### src/assert_macros.svh
// Assertion macros used by the controller of the two-band QMF synthesis block.
// Each macro checks a property on the rising edge of clk_i outside reset.
`ifndef ASSERT_MACROS_SVH
`define ASSERT_MACROS_SVH

// Checks that a property holds at every clock edge outside reset.
`define ASSERT_PROP(label, prop, msg) \
  label: assert property (@(posedge clk_i) disable iff (!rst_ni) (prop)) else $error(msg);

// Checks that a condition is never true at a clock edge outside reset.
`define ASSERT_NEVER(label, cond, msg) \
  label: assert property (@(posedge clk_i) disable iff (!rst_ni) !(cond)) else $error(msg);

`endif

### src/qmf_pkg.sv
// Package for the two-band QMF synthesis block: widths, tap tables and the
// command struct that joins the controller to the datapath. No dependencies.
`default_nettype none

package qmf_pkg;

  localparam int SAMPLE_W       = 15;
  localparam int TAP_W          = 13;
  localparam int TAPS_PER_PHASE = 12;
  localparam int PROD_W         = SAMPLE_W + TAP_W;
  localparam int ACC_W          = PROD_W + 1;
  localparam int OUT_SHIFT      = 12;
  localparam int IDX_W          = $clog2(TAPS_PER_PHASE);
  localparam int CNT_W          = $clog2(TAPS_PER_PHASE + 1);

  localparam logic signed [TAP_W-1:0] EVEN_TAPS [TAPS_PER_PHASE] = '{
    13'sd3, -13'sd11, 13'sd12, 13'sd32, -13'sd210, 13'sd951,
    13'sd3876, -13'sd805, 13'sd362, -13'sd156, 13'sd53, -13'sd11
  };

  localparam logic signed [TAP_W-1:0] ODD_TAPS [TAPS_PER_PHASE] = '{
    -13'sd11, 13'sd53, -13'sd156, 13'sd362, -13'sd805, 13'sd3876,
    13'sd951, -13'sd210, 13'sd32, 13'sd12, -13'sd11, 13'sd3
  };

  typedef struct packed {
    logic             load;       // shift a new item into both delay lines
    logic             mul_en;     // register one product
    logic             acc_en;     // add the registered product
    logic             acc_first;  // first product of a phase replaces the sum
    logic [IDX_W-1:0] idx;        // tap index of the product
    logic             phase;      // 0: difference line, 1: sum line
    logic             out_load;   // capture the finished sample for output
  } qmf_cmd_t;

endpackage

`default_nettype wire

### src/qmf_datapath.sv
// Datapath of the two-band QMF synthesis block: delay lines, one shared
// multiplier, the accumulator and the output register. Uses qmf_pkg.
`default_nettype none

module qmf_datapath import qmf_pkg::*; (
  input  wire logic                       clk_i,
  input  wire logic                       rst_ni,
  input  wire qmf_cmd_t                   cmd_i,
  input  wire logic signed [SAMPLE_W-1:0] low_band_sample_i,
  input  wire logic signed [SAMPLE_W-1:0] high_band_sample_i,
  output logic signed [SAMPLE_W-1:0]      pcm_sample_o,
  output logic                            last_of_pair_o
);

  localparam int SHIFTED_W = ACC_W - OUT_SHIFT;

  logic signed [SAMPLE_W-1:0] diff_q [TAPS_PER_PHASE];
  logic signed [SAMPLE_W-1:0] sum_q  [TAPS_PER_PHASE];
  logic signed [PROD_W-1:0]   prod_q, prod_d;
  logic signed [ACC_W-1:0]    acc_q, acc_d;
  logic signed [SAMPLE_W-1:0] pcm_q;
  logic                       last_q;

  logic signed [SAMPLE_W:0]    diff_wide, sum_wide;
  logic signed [SAMPLE_W-1:0]  diff_sat, sum_sat;
  logic signed [SAMPLE_W-1:0]  line_sel;
  logic signed [TAP_W-1:0]     tap_sel;
  logic signed [SHIFTED_W-1:0] shifted;
  logic signed [SAMPLE_W-1:0]  pcm_d;

  localparam logic signed [SAMPLE_W-1:0] SAT_MAX = {1'b0, {(SAMPLE_W-1){1'b1}}};
  localparam logic signed [SAMPLE_W-1:0] SAT_MIN = {1'b1, {(SAMPLE_W-1){1'b0}}};

  // Sum and difference are one bit wider; overflow shows as the top two bits differing.
  always_comb begin
    diff_wide = {low_band_sample_i[SAMPLE_W-1], low_band_sample_i}
              - {high_band_sample_i[SAMPLE_W-1], high_band_sample_i};
    sum_wide  = {low_band_sample_i[SAMPLE_W-1], low_band_sample_i}
              + {high_band_sample_i[SAMPLE_W-1], high_band_sample_i};
    if (diff_wide[SAMPLE_W] != diff_wide[SAMPLE_W-1]) begin
      diff_sat = diff_wide[SAMPLE_W] ? SAT_MIN : SAT_MAX;
    end else begin
      diff_sat = diff_wide[SAMPLE_W-1:0];
    end
    if (sum_wide[SAMPLE_W] != sum_wide[SAMPLE_W-1]) begin
      sum_sat = sum_wide[SAMPLE_W] ? SAT_MIN : SAT_MAX;
    end else begin
      sum_sat = sum_wide[SAMPLE_W-1:0];
    end
  end

  always_ff @(posedge clk_i or negedge rst_ni) begin
    if (!rst_ni) begin
      for (int i = 0; i < TAPS_PER_PHASE; i++) begin
        diff_q[i] <= '0;
        sum_q[i]  <= '0;
      end
    end else if (cmd_i.load) begin
      diff_q[0] <= diff_sat;
      sum_q[0]  <= sum_sat;
      for (int i = 1; i < TAPS_PER_PHASE; i++) begin
        diff_q[i] <= diff_q[i-1];
        sum_q[i]  <= sum_q[i-1];
      end
    end
  end

  always_comb begin
    line_sel = cmd_i.phase ? sum_q[cmd_i.idx] : diff_q[cmd_i.idx];
    tap_sel  = cmd_i.phase ? ODD_TAPS[cmd_i.idx] : EVEN_TAPS[cmd_i.idx];
    // Both operands are sign-extended first so the full product is kept.
    prod_d   = PROD_W'(line_sel) * PROD_W'(tap_sel);
    if (cmd_i.acc_first) begin
      acc_d = ACC_W'(prod_q);
    end else begin
      acc_d = acc_q + ACC_W'(prod_q);
    end
  end

  always_ff @(posedge clk_i) begin
    if (cmd_i.mul_en) begin
      prod_q <= prod_d;
    end
    if (cmd_i.acc_en) begin
      acc_q <= acc_d;
    end
  end

  // Arithmetic shift rounds toward minus infinity, then clamp to the sample range.
  always_comb begin
    shifted = acc_q[ACC_W-1:OUT_SHIFT];
    if (shifted > SHIFTED_W'(SAT_MAX)) begin
      pcm_d = SAT_MAX;
    end else if (shifted < SHIFTED_W'(SAT_MIN)) begin
      pcm_d = SAT_MIN;
    end else begin
      pcm_d = shifted[SAMPLE_W-1:0];
    end
  end

  always_ff @(posedge clk_i) begin
    if (cmd_i.out_load) begin
      pcm_q  <= pcm_d;
      last_q <= cmd_i.phase;
    end
  end

  assign pcm_sample_o   = pcm_q;
  assign last_of_pair_o = last_q;

endmodule

`default_nettype wire

### src/qmf_ctrl.sv
// Controller of the two-band QMF synthesis block: sequences the two filter
// phases and owns both handshakes. Uses qmf_pkg and assert_macros.svh.
`default_nettype none

`include "assert_macros.svh"

module qmf_ctrl import qmf_pkg::*; (
  input  wire logic clk_i,
  input  wire logic rst_ni,
  input  wire logic in_valid_i,
  output logic      in_ready_o,
  output logic      out_valid_o,
  input  wire logic out_ready_i,
  output qmf_cmd_t  cmd_o
);

  typedef enum logic [1:0] {
    ST_IDLE,
    ST_MAC,
    ST_RESULT
  } state_e;

  state_e           state_q, state_d;
  logic [CNT_W-1:0] cnt_q, cnt_d;
  logic             phase_q, phase_d;
  logic             out_valid_q, out_valid_d;
  logic             out_free;
  qmf_cmd_t         cmd;

  assign out_free = !out_valid_q || out_ready_i;

  always_comb begin
    state_d     = state_q;
    cnt_d       = cnt_q;
    phase_d     = phase_q;
    out_valid_d = out_valid_q && !out_ready_i;
    cmd         = '0;
    cmd.phase   = phase_q;
    cmd.idx     = cnt_q[IDX_W-1:0];
    case (state_q)
      ST_IDLE: begin
        if (in_valid_i) begin
          cmd.load = 1'b1;
          cnt_d    = '0;
          phase_d  = 1'b0;
          state_d  = ST_MAC;
        end
      end
      ST_MAC: begin
        // Products lead the accumulator through the product register.
        cmd.mul_en    = (cnt_q != CNT_W'(TAPS_PER_PHASE));
        cmd.acc_en    = (cnt_q != '0);
        cmd.acc_first = (cnt_q == CNT_W'(1));
        cnt_d         = cnt_q + CNT_W'(1);
        if (cnt_q == CNT_W'(TAPS_PER_PHASE)) begin
          cnt_d   = cnt_q;
          state_d = ST_RESULT;
        end
      end
      ST_RESULT: begin
        if (out_free) begin
          cmd.out_load = 1'b1;
          out_valid_d  = 1'b1;
          if (!phase_q) begin
            phase_d = 1'b1;
            cnt_d   = '0;
            state_d = ST_MAC;
          end else begin
            state_d = ST_IDLE;
          end
        end
      end
      default: begin
        state_d = ST_IDLE;
      end
    endcase
  end

  always_ff @(posedge clk_i or negedge rst_ni) begin
    if (!rst_ni) begin
      state_q     <= ST_IDLE;
      cnt_q       <= '0;
      phase_q     <= 1'b0;
      out_valid_q <= 1'b0;
    end else begin
      state_q     <= state_d;
      cnt_q       <= cnt_d;
      phase_q     <= phase_d;
      out_valid_q <= out_valid_d;
    end
  end

  assign in_ready_o  = (state_q == ST_IDLE);
  assign out_valid_o = out_valid_q;
  assign cmd_o       = cmd;

  `ASSERT_PROP(a_accept_starts_even, (in_valid_i && in_ready_o) |=> (state_q == ST_MAC && !phase_q && cnt_q == '0), "accepted item did not start the even phase")
  `ASSERT_PROP(a_no_overwrite, cmd.out_load |-> (!out_valid_q || out_ready_i), "output register overwritten while a sample waits")
  `ASSERT_PROP(a_mul_in_range, cmd.mul_en |-> (cnt_q < CNT_W'(TAPS_PER_PHASE)), "tap index out of range")
  `ASSERT_PROP(a_odd_after_even, (cmd.out_load && !phase_q) |=> (state_q == ST_MAC && phase_q && cnt_q == '0), "odd phase did not follow the even result")

endmodule

`default_nettype wire

### src/qmf_synthesis_two_band.sv
// Two-band QMF synthesis filter (24-tap receive QMF): each item is a pair of
// low-band and high-band samples and yields two 15-bit PCM samples, the even
// phase first and then the odd phase, flagged by last_of_pair_o. One shared
// 15x13 multiplier with a registered product and accumulator works through the
// 12 taps of each phase: an item is accepted in the idle state, then each
// phase runs a multiply-accumulate pass and a result step that waits for a
// free output register. A new item is taken while the odd sample still
// waits in the output register. Both delay lines clear on reset. Uses qmf_pkg.
`default_nettype none

module qmf_synthesis_two_band import qmf_pkg::*; (
  input  wire logic                       clk_i,
  input  wire logic                       rst_ni,
  input  wire logic                       in_valid_i,
  output logic                            in_ready_o,
  input  wire logic signed [SAMPLE_W-1:0] low_band_sample_i,
  input  wire logic signed [SAMPLE_W-1:0] high_band_sample_i,
  output logic                            out_valid_o,
  input  wire logic                       out_ready_i,
  output logic signed [SAMPLE_W-1:0]      pcm_sample_o,
  output logic                            last_of_pair_o
);

  qmf_cmd_t cmd;

  qmf_ctrl u_ctrl (
    .clk_i       (clk_i),
    .rst_ni      (rst_ni),
    .in_valid_i  (in_valid_i),
    .in_ready_o  (in_ready_o),
    .out_valid_o (out_valid_o),
    .out_ready_i (out_ready_i),
    .cmd_o       (cmd)
  );

  qmf_datapath u_datapath (
    .clk_i              (clk_i),
    .rst_ni             (rst_ni),
    .cmd_i              (cmd),
    .low_band_sample_i  (low_band_sample_i),
    .high_band_sample_i (high_band_sample_i),
    .pcm_sample_o       (pcm_sample_o),
    .last_of_pair_o     (last_of_pair_o)
  );

endmodule

`default_nettype wire

### config.mk
export PLATFORM = sky130hd
export DESIGN_NAME = qmf_synthesis_two_band
export DESIGN_NICKNAME = d
export VERILOG_FILES = /design/src/qmf_pkg.sv /design/src/qmf_datapath.sv /design/src/qmf_ctrl.sv /design/src/qmf_synthesis_two_band.sv
export VERILOG_INCLUDE_DIRS = /design/src /design/src/src
export SDC_FILE = /design/constraint.sdc
export NUM_CORES = 2
export LEC_CHECK = 0
export ABC_CLOCK_PERIOD_IN_PS = 23500
export BUFFER_PORTS_ARGS = -buffer_cell sky130_fd_sc_hd__buf_2
export CORE_MARGIN = 4
export CORE_UTILIZATION = 30
export DETAILED_ROUTE_END_ITERATION = 12
export PLACE_DENSITY = 0.48
export SYNTH_ARGS = -nofsm -noshare
export SYNTH_HDL_FRONTEND = slang
export SYNTH_HIERARCHICAL = 1
export SYNTH_SLANG_ARGS = --single-unit
### constraint.sdc
create_clock -name clk_i -period 23.5 [get_ports clk_i]
set_input_delay 1.175 -clock clk_i [delete_from_list [all_inputs] [get_ports clk_i]]
set_output_delay 1.175 -clock clk_i [all_outputs]
set_load 0.05 [all_outputs]
* Word level (Yosys, flattened, before mapping)
Memory sizes are Yosys's and may differ from the RTL's.
Cells that the tools add are included.
** Operators by class
- Add/subtract/negate cells :: 4
- Multipliers :: 1
- Div/mod/pow operators :: 0
- Magnitude comparators :: 3
- Eq/ne operators :: 12
- Shifts and indexed selects :: 0
- Multiplexer cells :: 38
- Bitwise gates (word level) :: 1
- Reduce and logical (&&, ||, !) cells :: 11
** Operator list (number)
- $mux W15 :: 10
- $bmux W15 S4 :: 2
- $mux W13 :: 5
- $add A29 B28 Y29 :: 1
- $mux W29 :: 1
- $mul A15 B13 Y28 :: 1
- $gt A17 B15 Y1 const B :: 1
- $lt A17 B15 Y1 const B :: 1
- $add A15 B15 Y16 :: 1
- $mux W4 :: 4
- $sub A15 B15 Y16 :: 1
- $pmux W4 S3 :: 1
- $mux W1 :: 9
- $mux W2 :: 3
- $ne A2 B2 Y1 const B :: 3
- $pmux W2 S3 :: 1
- $reduce_and A3 Y1 :: 2
- $ge A5 B5 Y1 const B :: 1
- $not A4 Y5 :: 1
- $reduce_and A5 Y1 :: 1
- $add A4 B1 Y4 const B :: 1
- $eq A4 B1 Y1 const B :: 1
- $eq A4 B4 Y1 const B :: 1
- $ne A2 B1 Y1 const B :: 2
- other kinds (13) :: 15
** Word-level totals
- Register bits :: 441
- Latch bits :: 0
- Bits in writable memories :: 0
- Bits in read-only memories :: 416
- Memories kept :: 2
** Memory list
- (no name shown) :: depth 16, bits a word 13, rd ports 1, clocked after Yosys merged registers in 0, wr ports 0, RTL line qmf_datapath.sv:70 : tap_sel = cmd_i.phase ? ODD_TAPS[cmd_i.idx] : EVEN_TAPS[cmd_i.idx];
- (no name shown) :: depth 16, bits a word 13, rd ports 1, clocked after Yosys merged registers in 0, wr ports 0, RTL line qmf_datapath.sv:70

* Longest topological paths before layout
- Word-level depth :: 6
- Depth in mapped cells :: 33
- Gate-level depth less buffers :: 29

* Cells and area by module
The synthesis kept the hierarchy.
** Modules (own cells, without submodules)
- qmf_datapath :: instances 1, cells an instance 2498, area each 29330.6 um^2, sequential area each 11200.7 um^2
- qmf_ctrl :: instances 1, cells an instance 55, area each 515.5 um^2, sequential area each 200.2 um^2

* Worst setup path before layout
No wires, ideal clock.
- Kind :: reg-to-reg
- Start point :: register u_ctrl.cnt_q[1]
- End point :: register u_datapath.prod_q[26], data pin
- Setup time :: 0.258 ns
- Data arrival time :: 8.046 ns
- Required time :: 23.242 ns
- Setup slack :: 15.196 ns
- Cell stages (with the launch flop) :: 30
- Clock period less this slack :: 8.304 ns
- Cell sequence :: dfrtp_1 buf_2 buf_2 buf_2 buf_1 inv_1 ha_1 o311ai_0 clkbuf_1 nor2b_1 fa_1 inv_1 fa_1 inv_1 fa_1 fa_1 fa_1 inv_1 fa_1 inv_1 ha_1 a21o_1 a21o_1 a21oi_1 o31a_1 a211oi_1 o41ai_1 o2111ai_1 a21oi_1 xnor2_1
** Between the ends
- Cells in the longest elaborated chain, start to end :: 6
- Elaborated cells between the ends (all ways) :: 16
- Classes of those cells :: mul: 1; mux: 12; bitwise: 1; memory: 2
** Ends and longest elaborated chain
- start: declaration :: RTL line qmf_ctrl.sv:24 : logic [CNT_W-1:0] cnt_q, cnt_d;
- start signal: assignment :: RTL line qmf_ctrl.sv:87 : cnt_q <= cnt_d;
- $not A4 Y5 (not written as such) (*) :: RTL line qmf_datapath.sv:69, qmf_datapath.sv:70
- $mem_v2 Z16 W13 / $bmux W15 S4 (equally long branches)
- $mux W13 (not written as such) / $mux W15 (equally long branches) (2 in a row) :: RTL line qmf_datapath.sv:70, qmf_datapath.sv:69
- $mux W13 / $mux W15 (equally long branches) :: RTL line qmf_datapath.sv:70, qmf_datapath.sv:69
- $mul A15 B13 Y28 (*) :: RTL line qmf_datapath.sv:72 : prod_d = PROD_W'(line_sel) * PROD_W'(tap_sel);
- named net u_datapath.prod_d[26] :: RTL line qmf_datapath.sv:19 : logic signed [PROD_W-1:0] prod_q, prod_d;
- end signal: assignment :: RTL line qmf_datapath.sv:82 : prod_q <= prod_d;
- end: declaration :: RTL line qmf_datapath.sv:19
The timed path passes the listed nets; every way through them passes the cells marked *. The select of a mux whose other input is x is not followed.
A chain may end at the register's enable or synchronous reset.

* Worst setup path after layout
- Start point :: register u_ctrl.cnt_q[0]
- End point :: register u_datapath.prod_q[26], data pin
Same word-level chain as after synthesis.

==> key figures <==
Yosys
  • Commonest cells in the netlist: dfrtp_1, mux2_2, inv_1
  • Async S/R FF share, synth: between 80% and 90%
  • Number of synthesized flops with an enable pin: 73
  • Syn_area_per_cell: between 10 and 15 um2
  • Post-synthesis instance total: ~2,600
  • Share of the synthesized area in the top cell type: between 30 and 40%
  • Ranking of synthesized cells by area: dfrtp_1, mux2_2, fa_1
  • Synth area leader: dfrtp_1
  • Top-count cell post-synth: dfrtp_1
  • Synth warn: 6
  • Mapped cell area: about 30,000 um2
  • Seq/Total Area, Yosys: about two fifths
  • Post-synthesis cell type count: 79
  • Register bit count reported by yosys: approximately 440
  • Syn nets: 2,908
  • Post-synth top flop: dfrtp_1

Placed design
  • Post-DP HPWL: approximately 47,000 um
  • IO buf count: 51
  • Final GP Congestion: 0.834

CTS
  • CTS tree: done
  • # clock sinks: approximately 440
  • TritonCTS Buffers: 50
  • Post CTS Setup Buffer Count: 0
  • Worst-path clk slew: approximately 0.06 ns
  • Worst-Skew Late Latency: roughly 0.61 ns
  • H-tree levels: 2
  • Clock tree buffer depth: 3
  • Clock Tree Root: clkbuf_16
  • CTS Hold Bufs: 0
  • PostCTS Resize Cnt: 0

Routing
  • Drt pass-1 iters: 5
  • Routed via count: around 19,000
  • Remaining antenna violation count after routing: 0
  • Overall routed net length: 65,900 um
  • Residual DRC: 0
  • WL/cell: around 17 um
  • Number of DRC markers in iteration 0: roughly 1,000
  • Via density: 4.87

STA
  • Slew Limit Fails: 0
  • Final Skew: between 0.02 and 0.025 ns
  • Final period utilization: between 40% and 50%
  • Worst-Margin Slew: approximately 1.2 ns
  • Final hold viol count: 0
  • Minimum clock period: 9.91 ns
  • RSZ-0062 raised after global routing: no
  • Fmax: roughly 100 MHz
  • Setup violators final: 0
  • Slew headroom: around a fifth
  • WHS: about 0.50 ns
  • Fin Setup TNS: 0 ns

Setup path
  • Startpoint type of the worst setup path: flop
  • Worst setup EP type: flop
  • Data required time of the worst path: 23.84 ns
  • CP Max Fanout: between 40 and 50
  • WP data arrival: just over 10 ns
  • CP Class: flop to flop

Worst hold path
  • HP Class: flop to flop

GRT
  • Antenna violations before repair: 0
  • Vias in the first global route: slightly above 20,000
  • Global Route Usage Sum: between 10% and 20%
  • First-pass GRT wire length: ~110,000 um
  • Grt ovf: 0
  • Pin count of the biggest net entering global routing: 91

Die
  • Die ar.: roughly 100,000 um2
  • Rows: between 100 and 150
  • IO Pins: 52
  • Die Ht: ~320 um
  • Starting density of the core: between 30% and 40%
  • Core area: 98,600 um2
  • Die width: ~320 um

Layout
  • Final Net Count: 2,911
  • Area delta synth->final: 11.0%
  • # diodes: 0
  • Share of cells above drive strength 1: 24.6%
  • # fillers: about 10,000

Run
  • Number of max-cap violations: 0

Status
  • Status: finished, final reports clean
[final timing paths]
kind,startpoint,end,slack (ns),depth (start not counted)
setup / recovery,u_ctrl/cnt_q[0],u_datapath/prod_q[26],13.59,27
hold / removal,u_datapath/diff_q[12],u_datapath/diff_q[12],0.50,1
setup reg to reg,u_ctrl/cnt_q[0],u_datapath/prod_q[26],13.59,27
hold reg to reg,u_datapath/diff_q[12],u_datapath/diff_q[12],0.50,1
max in group asynchronous,rst_ni,u_ctrl/cnt_q[0],19.77,4
min in group asynchronous,rst_ni,u_datapath/diff_q[7],0.54,1
[worst max-delay path: stages, from the launching register on]
cell       delay [ns]
dfrtp_4          0.62
buf_4            0.74
buf_4            0.88
mux4_2           0.62
mux4_2           0.46
nand2_1          0.08
o21ai_1          0.31
nor2b_1          0.27
fa_1             0.51
inv_1            0.06
fa_1             0.49
inv_1            0.06
fa_1             0.48
fa_1             0.51
fa_1             0.50
inv_1            0.06
fa_1             0.50
inv_1            0.04
ha_1             0.36
a21o_1           0.23
a21o_1           0.19
a21oi_1          0.15
o31a_1           0.20
a211oi_1         0.13
o41ai_1          0.63
o2111ai_1        0.22
a21oi_1          0.20
xnor2_1          0.09
[metrics by stage]
stage,utilization (%),std cells,instance area (um2),setup WS [ns]
global placement,31.9,3791,31500,13.58
detailed placement,31.9,3791,31500,13.42
global route,33.6,3881,33100,12.81
floorplan,-,2553,29800,15.20
CTS,33.6,3881,33100,13.45
finish,33.6,3881,33100,13.59
[kinds of logic after synthesis]
group           count (synthesis)  share of synthesized area (%)
mux                           458                           21.1
compound gates                380                           7.92
buf+inv                       397                           5.27
flops                         441                           38.2
simple gates                  476                           7.16
xor+xnor                       78                           2.29
fa+ha+maj                     323                           18.1
[state kept, by name (all words and copies together), names as in the netlist]
register / count
u_datapath/last_of_pair_o: 1
u_datapath/acc_q: 29
u_ctrl/phase_q: 1
u_ctrl/state_q: 2
u_datapath/diff_q: 180
u_datapath/prod_q: 28
u_datapath/sum_q: 180
u_ctrl/cnt_q: 4
u_datapath/pcm_sample_o: 15
u_ctrl/out_valid_o: 1
[per-layer routing]
metal | global-route usage (%) | vias up | wire [um]
met5 | 0 | - | 0
met4 | 2.90 | 0 | 1120
met3 | 1.77 | 71 | 2170
met2 | 21.8 | 248 | 31700
met1 | 17.7 | 9727 | 31000
li1 | - | 8865 | -
[layout by cell type, fill, tap and decap left out, types with 10 or more instances in the layout]
cell | netlist | final
a211oi_1 | 10 | 10
a21o_1 | 21 | 21
a21oi_1 | 110 | 108
a31oi_1 | 18 | 18
buf_2 | 25 | 50
buf_4 | 4 | 35
clkbuf_1 | 93 | 10
clkbuf_16 | 0 | 52
clkbuf_8 | 0 | 14
dfrtp_1 | 368 | 366
edfxtp_1 | 73 | 73
fa_1 | 181 | 181
ha_1 | 140 | 140
inv_1 | 257 | 256
mux2_2 | 334 | 334
mux2i_1 | 21 | 21
mux4_2 | 103 | 103
nand2_1 | 169 | 169
nand2b_1 | 17 | 17
nand3_1 | 13 | 13
nor2_1 | 165 | 162
nor2b_1 | 53 | 53
nor3_1 | 21 | 20
o21a_1 | 16 | 16
o21ai_0 | 85 | 85
o21ai_1 | 13 | 13
o21bai_1 | 14 | 14
o22ai_1 | 30 | 30
o31ai_1 | 10 | 10
xnor2_1 | 54 | 53
xor2_1 | 24 | 24
[cell type report]
| type | count | area, um2 | area share [%] |
|---|---|---|---|
| repair buffers | 86 | 528 | 1.59 |
| inverters | 262 | 983 | 2.97 |
| multi-input cells | 1715 | 16900 | 51.1 |
| flip-flops and latches | 441 | 11400 | 34.4 |
| clock inverters | 14 | 158 | 0.476 |
| clock buffers | 76 | 1530 | 4.62 |
| well taps | 1287 | 1610 | 4.86 |
Power is not shown: default switching activity piles up to over one toggle a cycle in this logic, so the estimate is an artifact.
